==> config.mk <==
export PLATFORM = sky130hd
export DESIGN_NAME = pwl_front_flat
export DESIGN_NICKNAME = d
export VERILOG_FILES = /design/src/hw/rtl/pwl_pkg.sv /design/src/hw/rtl/pwl_if.sv /design/src/hw/rtl/pwl_front.sv /design/src/flat_wrapper.sv
export SDC_FILE = /design/constraint.sdc
export NUM_CORES = 1
export LEC_CHECK = 0
export BUFFER_PORTS_ARGS = -buffer_cell sky130_fd_sc_hd__buf_2
export CAP_MARGIN = 20
export CORE_MARGIN = 3
export CORE_UTILIZATION = 38
export CTS_BUF_LIST = sky130_fd_sc_hd__clkbuf_8
export DETAILED_ROUTE_END_ITERATION = 10
export PLACE_DENSITY = 0.91
export SETUP_SLACK_MARGIN = 0.3
export SKIP_LAST_GASP = 1
export SYNTH_ARGS = -nofsm -noshare
export SYNTH_HDL_FRONTEND = slang
export SYNTH_SLANG_ARGS = --single-unit
==> constraint.sdc <==
create_clock -name i_clk -period 2.1 [get_ports i_clk]
set_clock_uncertainty 0.05 [all_clocks]
set_input_delay 0.42 -clock i_clk [delete_from_list [all_inputs] [get_ports i_clk]]
set_output_delay 0.42 -clock i_clk [all_outputs]
set_load 0.01 [all_outputs]
==> src/hw/rtl/pwl_pkg.sv <==
`timescale 1ns / 1ps
`default_nettype none
package pwl_pkg;

    localparam int DATA_W    = 32;
    localparam int CHAN_W    = 3;
    localparam int ENTRY_W   = 6;
    localparam int LEN_W     = 7;
    localparam int LEN_REGS  = 5;
    localparam int CFG_IDX_W = 3;
    localparam int DIV_STEPS = 32;
    localparam int CNT_W     = 5;

    typedef enum logic {
        OP_WRITE = 1'b0,
        OP_QUERY = 1'b1
    } t_op;

    // one classified item as it travels from the front to the back
    typedef struct packed {
        t_op                op;
        logic [CHAN_W-1:0]  chan;
        logic [ENTRY_W-1:0] entry;
        logic [DATA_W-1:0]  bp;
        logic [DATA_W-1:0]  data;
        logic [LEN_W-1:0]   len;
    } t_cmd;

    typedef enum logic [3:0] {
        S_IDLE,
        S_FIRST,
        S_LAST,
        S_SRCH,
        S_X0,
        S_X1,
        S_MUL0,
        S_MUL1,
        S_DCHK,
        S_DIV,
        S_FIN,
        S_EMIT
    } t_state;

endpackage
`default_nettype wire

==> src/hw/rtl/pwl_if.sv <==
`timescale 1ns / 1ps
`default_nettype none
interface pwl_in_if;
    logic        valid;
    logic        ready;
    logic        op;
    logic [2:0]  channel;
    logic [5:0]  entry_index;
    logic [31:0] breakpoint;
    logic [31:0] mapped_point;
    logic [31:0] sample;

    modport source (output valid, op, channel, entry_index, breakpoint, mapped_point,
                    sample, input ready);
    modport sink (input valid, op, channel, entry_index, breakpoint, mapped_point,
                  sample, output ready);
endinterface

`default_nettype wire

==> src/hw/rtl/pwl_front.sv <==
`timescale 1ns / 1ps
`default_nettype none
module pwl_front
    import pwl_pkg::*;
#(
    parameter int CHANNELS = 5,
    parameter int ENTRIES  = 64
) (
    input  wire                  i_clk,
    input  wire                  i_rst_n,
    pwl_in_if.sink               i_in,
    input  wire                  i_cfg_we,
    input  wire [CFG_IDX_W-1:0]  i_cfg_index,
    input  wire [LEN_W-1:0]      i_cfg_data,
    input  wire                  i_room,
    output logic                 o_push,
    output t_cmd                 o_cmd
);
    logic [LEN_W-1:0] r_len [LEN_REGS];
    logic             keep;
    logic [LEN_W-1:0] len;

    // length registers
    always_ff @(posedge i_clk) begin
        if (!i_rst_n) begin
            for (int k = 0; k < LEN_REGS; k++) begin
                r_len[k] <= LEN_W'(1);
            end
        end else begin
            for (int k = 0; k < LEN_REGS; k++) begin
                if (i_cfg_we && i_cfg_index == CFG_IDX_W'(k) && k < CHANNELS) begin
                    r_len[k] <= i_cfg_data;
                end
            end
        end
    end

    // classify: drop bad channels and writes past the table
    always_comb begin
        len = LEN_W'(1);
        for (int k = 0; k < LEN_REGS; k++) begin
            if (i_in.channel == CHAN_W'(k)) begin
                len = r_len[k];
            end
        end
        keep = (4'(i_in.channel) < 4'(CHANNELS)) &&
               (i_in.op == OP_QUERY || 11'(i_in.entry_index) < 11'(ENTRIES));
    end

    assign i_in.ready  = i_room;
    assign o_push      = i_in.valid && i_room && keep;
    assign o_cmd.op    = t_op'(i_in.op);
    assign o_cmd.chan  = i_in.channel;
    assign o_cmd.entry = i_in.entry_index;
    assign o_cmd.bp    = i_in.breakpoint;
    assign o_cmd.data  = (i_in.op == OP_QUERY) ? i_in.sample : i_in.mapped_point;
    assign o_cmd.len   = len;
endmodule
`default_nettype wire

==> src/flat_wrapper.sv <==
// flat-port wrapper written by rule: the top's interface ports become plain ports
module pwl_front_flat import pwl_pkg::*;
#(
    parameter int CHANNELS = 5,
    parameter int ENTRIES  = 64
)
  (i_clk, i_rst_n, i_cfg_we, i_cfg_index, i_cfg_data, i_room, o_push, o_cmd, i_in_valid, i_in_op, i_in_channel, i_in_entry_index, i_in_breakpoint, i_in_mapped_point, i_in_sample, i_in_ready);
  pwl_in_if i_in_i ();
  input  wire i_clk;
  input  wire i_rst_n;
  input  wire i_cfg_we;
  input  wire [CFG_IDX_W-1:0] i_cfg_index;
  input  wire [LEN_W-1:0] i_cfg_data;
  input  wire i_room;
  output logic o_push;
  output t_cmd o_cmd;
  input wire logic [$bits(i_in_i.valid)-1:0] i_in_valid;
  input wire logic [$bits(i_in_i.op)-1:0] i_in_op;
  input wire logic [$bits(i_in_i.channel)-1:0] i_in_channel;
  input wire logic [$bits(i_in_i.entry_index)-1:0] i_in_entry_index;
  input wire logic [$bits(i_in_i.breakpoint)-1:0] i_in_breakpoint;
  input wire logic [$bits(i_in_i.mapped_point)-1:0] i_in_mapped_point;
  input wire logic [$bits(i_in_i.sample)-1:0] i_in_sample;
  output wire logic [$bits(i_in_i.ready)-1:0] i_in_ready;
  assign i_in_i.valid = i_in_valid;
  assign i_in_i.op = i_in_op;
  assign i_in_i.channel = i_in_channel;
  assign i_in_i.entry_index = i_in_entry_index;
  assign i_in_i.breakpoint = i_in_breakpoint;
  assign i_in_i.mapped_point = i_in_mapped_point;
  assign i_in_i.sample = i_in_sample;
  assign i_in_ready = i_in_i.ready;
  pwl_front #(.CHANNELS(CHANNELS), .ENTRIES(ENTRIES)) u_core (.i_clk(i_clk), .i_rst_n(i_rst_n), .i_in(i_in_i), .i_cfg_we(i_cfg_we), .i_cfg_index(i_cfg_index), .i_cfg_data(i_cfg_data), .i_room(i_room), .o_push(o_push), .o_cmd(o_cmd));
endmodule
# After elaboration in Yosys (flattened, before gate mapping)
# Memory sizes are Yosys's and may differ from the RTL's.
# Index checks and enable logic that the tools add are counted.
dict set report word_totals {
  reg_bits 0
  ramBits 35
  mem_count 1
}
# name depth word_bits read_ports rd_clocked_by_memory_dff write_ports line_no
set mem_list {}
lappend mem_list {u_core.r_len 5 7 5 0 5 pwl_front.sv:19} ;# logic [LEN_W-1:0] r_len [LEN_REGS];
dict set report op_classes {
  order_cmp 1
  n_eq_ne 8
  mux 27
  bitwise 5
  n_reduce_logical 9
}
# cell count
set ops {}
lappend ops {{$mux W7} 10}
lappend ops {{$mux W32} 1}
lappend ops {{$mux W1} 16}
lappend ops {{$eq A3 B2 Y1 const B} 4}
lappend ops {{$logic_and A1 B1 Y1} 7}
lappend ops {{$eq A3 B1 Y1 const B} 2}
lappend ops {{$eq A3 B3 Y1 const B} 2}
lappend ops {{$logic_not A3 Y1} 2}
lappend ops {{$or A1 B1 Y1} 5}
lappend ops {{$lt A3 B3 Y1 const B} 1}

# Depth between registers and ports, before layout
# Gate-level depths: netlist of the first run.
dict set report depth {
  word_depth 6
  mapped_depth 5
  depth_no_buf 3
}

# Worst setup path after synthesis of the first run
# Ideal clock, no wire load.
dict set report synth_path {
  kind {in2out}
  start {input port i_in_channel[0]}
  end {output port o_cmd[4] (netlist bit)}
  arrival_time_ns 1.186
  required_time_ns 1.630
  slack_ns 0.444
  path_stages 3
  path_buffers 1
  cell_sequence {buf_6 -> mux2_2 -> o311a_1}
}
# item line_no
set synth_rtl {}
lappend synth_rtl {{start: declaration} flat_wrapper.sv:19} ;# input wire logic [$bits(i_in_i.channel)-1:0] i_in_channel;
lappend synth_rtl {{end: declaration} flat_wrapper.sv:16} ;# output t_cmd o_cmd;

==> results.cfg, run 1 <==
[run_status]
status = finished, final reports clean

[synthesis]
synth_top_cells_by_count = 44 x buf_4, 35 x edfxtp_1, 31 x mux2_2, 7 x and2_1, 6 x o21ai_0
synth.most_common_cell = buf_4
async_flop_share = 0
synth_top_area_share = 0.479
ys_ff_latch = 35
seq_area_frac_synth = 0.479
synthTopCellsByArea = edfxtp_1 48%, mux2_2 16%, buf_4 15%, mux4_2 3.1%, and2_1 2.0%
yosysTopAreaCell = edfxtp_1
ys_warn_count = 0
synthFlopType = edfxtp_1
synth_edf_count = 35
synth_nets = 294
syn_inst = 173
synth.avg_cell_area_sq_um = 12.7
synth_cell_types = 28
syn_area_sq_mm = 0.00219

[detailed_routing]
drt-initial-drc-count = 33
drt-total-wl_um = 6660
ant_nets = 0
firstDrtPassIters = 4
vias_per_cell = 5.01
drc = 0
vias = 1717
wl_per_cell_um = 19.4

[placed_design]
dpl.cell_count = 332
port_buffers = 127
dpl_worst_slack_ns = 0.114
dp_hpwl_um = 5510
placed_area_sq_mm = 0.00264
place_congestion = 0.746

[timing]
setup_viol = 0
tightest_slew_ns = 0.398
timing.hold.ws_ns = 0.469
rsz0062_at_grt = yes
fin_crit_sh = 0.908
min_period_ns = 1.91
setup_ws_ns = 0.194
final-hold-violation-count = 0
max_freq_ghz = 0.525
finalMaxSlewViolations = 0
final.setup.tns_ns = 0
slew_headroom = 0.732

[power]
irDropWorstVdd_mv = 0.613
comb_power_share = 0.237
internal_power_w = 0.00127
switching_power_w = 0.000442
power_density_mw_per_mm2 = 610
clock_power_share = 0.269
p_leak_nw = 1.25
netSwitchingFraction = 0.259
pwr-share-seq = 0.494

[floorplan]
start_util = 0.396
coreArea_sq_mm = 0.00554
fp.dieW_um = 82.0
rows = 27
dieArea_sq_mm = 0.00672
fp.dieH_um = 82.0
io_pins = 204

[final_layout]
regMostFlops = u_core.r_len
diodes = 0
fin_nets = 391
multiInputGateArea_sq_um = 778
layoutNonFillerInstCount = 343
area_growth_pct = 27.9
drive_gt1_frac = 0.694
fillCellCount = 501
largest_registers = u_core.r_len (35)
final-seq-area_sq_mm = 0.00105
final_cell_area_sq_mm = 0.00280
largest_reg_flops = 35

[critical_path]
critPathKind = reg -> out
cp_max_fo = 1
required_ns = 1.63
start_kind = flip-flop
cp-end-kind = output pin
worstPathArrival_ns = 1.44

[clocking]
clk_transition_reported_paths_ns = 0.07
cts_hold_buf = 0
cts_root_buffer = clkbuf_8
cts_made_buffers = 5
cts.path.max_buffers = 2
cts.sink_count = 35
cts_tree = yes
cts_max_level = 2

[global_route]
grt_pass1_vias = 1601
grt_max_degree = 34
grt_pass1_wl_um = 8780
antenna_found_initial = 0
overflow = 0
grtUsageTotal = 0.182

[run]
maxCapViolCount = 0

[worst_hold_path]
hp-class = in -> reg
min_path_cells = 2
## worst max-delay path, cell delays in order (launching register included)
cell      delay (ns)
edfxtp_1        0.37
mux4_2          0.48
nor2_2          0.11
a21oi_2         0.05
buf_2           0.14
## per-stage QoR
stage,util,total power (W)
after floorplan,-,0.00112
after global placement,0.476,0.00123
final,0.506,0.00171
after global routing,0.506,0.00179
after CTS,0.496,0.00171
after detailed placement,0.476,0.00125
## power groups by stage
stage          combinational (W)  sequential (W)  clock (W)
2_1_floorplan           0.000273        0.000852          0
3_3_place_gp            0.000379        0.000855          0
3_5_place_dp            0.000389        0.000859          0
4_1_cts                 0.000397        0.000843   0.000472
5_1_grt                 0.000438        0.000849   0.000506
6_report                0.000405        0.000844   0.000461
## per-layer routing
metal / GRT usage / wire length, um / part of all wire
met5: 0 / 0 / 0
met4: 0.0449 / 53 / 0.0080
met3: 0.0768 / 839 / 0.13
met2: 0.309 / 3340 / 0.50
met1: 0.213 / 2430 / 0.37
## final cells by class
| type | count | area share |
|---|---|---|
| clock inverter | 3 | 0.00580 |
| tap | 72 | 0.0321 |
| inverter | 2 | 0.00268 |
| clock buffer | 5 | 0.0246 |
| sequential | 35 | 0.375 |
| multi-input combinational | 85 | 0.278 |
| timing repair buffer | 141 | 0.282 |
## cells by family (layout without fill, tap and decap cells)
| kind of cell | Yosys count | count (layout) | share of synthesized area |
|---|---|---|---|
| buffers and inverters | 53 | 151 | 0.175 |
| AO/OA/AOI/OAI | 23 | 23 | 0.0685 |
| multiplexers | 40 | 40 | 0.219 |
| flip-flops | 35 | 35 | 0.479 |
| AND/OR/NAND/NOR | 22 | 22 | 0.0588 |
## cells in the final DEF, fill, tap and decap left out
| cell | netlist | final |
|---|---|---|
| buf_2 | 3 | 125 |
| edfxtp_1 | 35 | 35 |
| mux2_2 | 31 | 31 |
| buf_4 | 44 | 12 |
| and2_1 | 7 | 7 |
| o21ai_0 | 6 | 6 |
| clkbuf_8 | 0 | 5 |
| nand2b_1 | 4 | 4 |
| mux4_2 | 3 | 3 |
| mux2i_1 | 4 | 3 |
| a2bb2oi_1 | 3 | 3 |
| a22oi_1 | 3 | 3 |
| o22ai_1 | 3 | 3 |
| mux2_1 | 2 | 2 |
| nand3_1 | 2 | 2 |
| nor2b_1 | 2 | 2 |
| inv_1 | 2 | 2 |
| and3_1 | 2 | 2 |
| o31ai_1 | 2 | 2 |
| buf_8 | 0 | 2 |
| inv_2 | 0 | 1 |
| nor2_1 | 2 | 1 |
| o21ai_2 | 0 | 1 |
| o21bai_1 | 1 | 1 |
| nor4b_2 | 0 | 1 |
| a21oi_1 | 2 | 1 |
| o311a_1 | 1 | 1 |
| o21ai_1 | 2 | 1 |
| mux2i_2 | 0 | 1 |
| nor3_1 | 1 | 1 |
| nor2_2 | 0 | 1 |
| a21oi_2 | 0 | 1 |
| nand2_1 | 1 | 1 |
| clkinv_2 | 0 | 1 |
| clkinvlp_4 | 0 | 1 |
| clkbuf_16 | 0 | 1 |
| buf_12 | 0 | 1 |
## repair_timing
item	CTS	global route
setup buffers	2	0
setup endpoints to repair	7	8
cloned	0	1
gates resized for setup	4	8
## final timing paths
path	from	endpoint
max	u_core.r_len[0][0]	o_cmd[0]
min	i_cfg_data[0]	u_core.r_len[0][28]
Note: power is estimated with default switching activity, not from simulation.
==> run 2, diff against run 1 <==
--- a/config.mk
+++ b/config.mk
@@ -12,6 +12,7 @@
 export CTS_BUF_LIST = sky130_fd_sc_hd__clkbuf_8
 export DETAILED_ROUTE_END_ITERATION = 10
 export PLACE_DENSITY = 0.91
+export REMOVE_ABC_BUFFERS = 1
 export SETUP_SLACK_MARGIN = 0.3
 export SKIP_LAST_GASP = 1
 export SYNTH_ARGS = -nofsm -noshare
==> run 2 against run 1 <==
Effect of this change:
- critical path depth is the same
- first-iteration DRC count grew 12%
- power shrank 3.2%
- core utilization shrank 1.3 points
- global-route usage grew 0.84 points
- clock-buffer cell count is the same
- critical path type unchanged
- largest cell class unchanged
==> results.cfg, run 2 (synthesis gave the netlist of run 1 again) <==
[floorplan]
coreArea_sq_mm = 0.00554
io_pins = 204
fp.dieH_um = 82.0
dieArea_sq_mm = 0.00672
rows = 27
fp.dieW_um = 82.0
start_util = 0.396

[power]
power_density_mw_per_mm2 = 606
finalPower_w = 0.00166
p_leak_nw = 1.22
irDropWorstVdd_mv = 0.704

[final_layout]
fin_nets = 388
diodes = 0
final_common_cell = buf_2
layout_common_cells = 125 x buf_2, 35 x edfxtp_1, 31 x mux2_2
multiInputGateArea_sq_um = 768
regMostFlops = u_core.r_len
final-seq-area_sq_mm = 0.00105
drive_gt1_frac = 0.685
largest_reg_flops = 35
fillCellCount = 477
area_growth_pct = 24.7
largest_registers = u_core.r_len (35)
final_cell_area_sq_mm = 0.00273

[detailed_routing]
vias_per_cell = 5.03
ant_nets = 0
firstDrtPassIters = 4
drc = 0
drt-total-wl_um = 6880
wl_per_cell_um = 20.3
vias = 1705
drt-initial-drc-count = 37

[global_route]
grt_pass1_vias = 1596
overflow = 0
grt_max_degree = 18
grtUsageTotal = 0.191
grt_pass1_wl_um = 9160
antenna_found_initial = 0

[clocking]
cts_root_buffer = clkbuf_8
cts_made_buffers = 5
clk_transition_reported_paths_ns = 0.06
cts.sink_count = 35
cts_max_level = 2
cts_tree = yes
cts.path.max_buffers = 2

[timing]
setup_viol = 0
rsz0062_at_grt = yes
fin_crit_sh = 0.904
tightest_slew_ns = 0.250
finalMaxSlewViolations = 0
max_freq_ghz = 0.527
timing.hold.ws_ns = 0.469
slew_headroom = 0.831
final-hold-violation-count = 0
final.setup.tns_ns = 0
min_period_ns = 1.90

[placed_design]
placed_area_sq_mm = 0.00262
place_congestion = 0.775
dp_hpwl_um = 5450
port_buffers = 127

[critical_path]
path_cells = mux4_2 -> nor2_1 -> a21oi_1 -> buf_2
required_ns = 1.63
slowest_stage = mux4_2
cp_max_fo = 1
cp-end-kind = output pin
start_kind = flip-flop
critPathKind = reg -> out
worstPathArrival_ns = 1.43
worst_path_largest_cell_delay_ns = 0.48

[run_status]
status = finished, final reports clean

[worst_hold_path]
hp-class = in -> reg

[run]
maxCapViolCount = 0
## run 2: path summary, 6_finish.rpt
kind / slack [ns] / end / start / cells past startpoint
min: 0.47 / u_core.r_len[0][33] / i_cfg_data[5] / 2
max: 0.20 / o_cmd[0] / u_core.r_len[0][21] / 4
## run 2: routing by layer
layer,routed length [um],GRT usage,share of wire
met1,2690,0.241,0.39
met2,2810,0.264,0.41
met3,1250,0.122,0.18
met4,46,0.0332,0.0067
met5,69,0.150,0.010
## run 2: where the power goes
| part | switching [W] | leakage, nW | internal [W] | total, W |
|---|---|---|---|---|
| clock network | 0.000209 | 0.0414 | 0.000220 | 0.000429 |
| logic | 0.000181 | 0.842 | 0.000202 | 0.000383 |
| registers | 0.0000153 | 0.340 | 0.000828 | 0.000843 |
## run 2: area by class of cell
class                           instances  area share
Inverter                                2     0.00275
Clock buffer                            5      0.0252
Timing Repair Buffer                  138       0.270
Multi-Input combinational cell         85       0.281
Tap cell                               72      0.0330
Clock inverter                          2     0.00321
Sequential cell                        35       0.385
## run 2: what timing repair did
action	4_1_cts	5_1_grt
buffers inserted	1	0
endpoints found under the setup margin	7	9
hold buffers	0	0
gates resized for setup	8	4
pin swaps	0	0
## run 2: through the flow
stage                     setup slack (ns)  std cells  utilization
final                                0.201        339        0.493
after global routing                 0.141        339        0.493
after CTS                            0.196        339        0.492
after detailed placement             0.132        331        0.472
after global placement               0.188        331        0.472
after floorplan                      0.469        122            -
## run 2: worst max-delay path, delay by kind of cell, from the launching register on
kind | cells | cell delay [ns]
compound gates | 1 | 0.05
mux | 1 | 0.48
buf+inv | 1 | 0.15
flops | 1 | 0.38
simple gates | 1 | 0.10
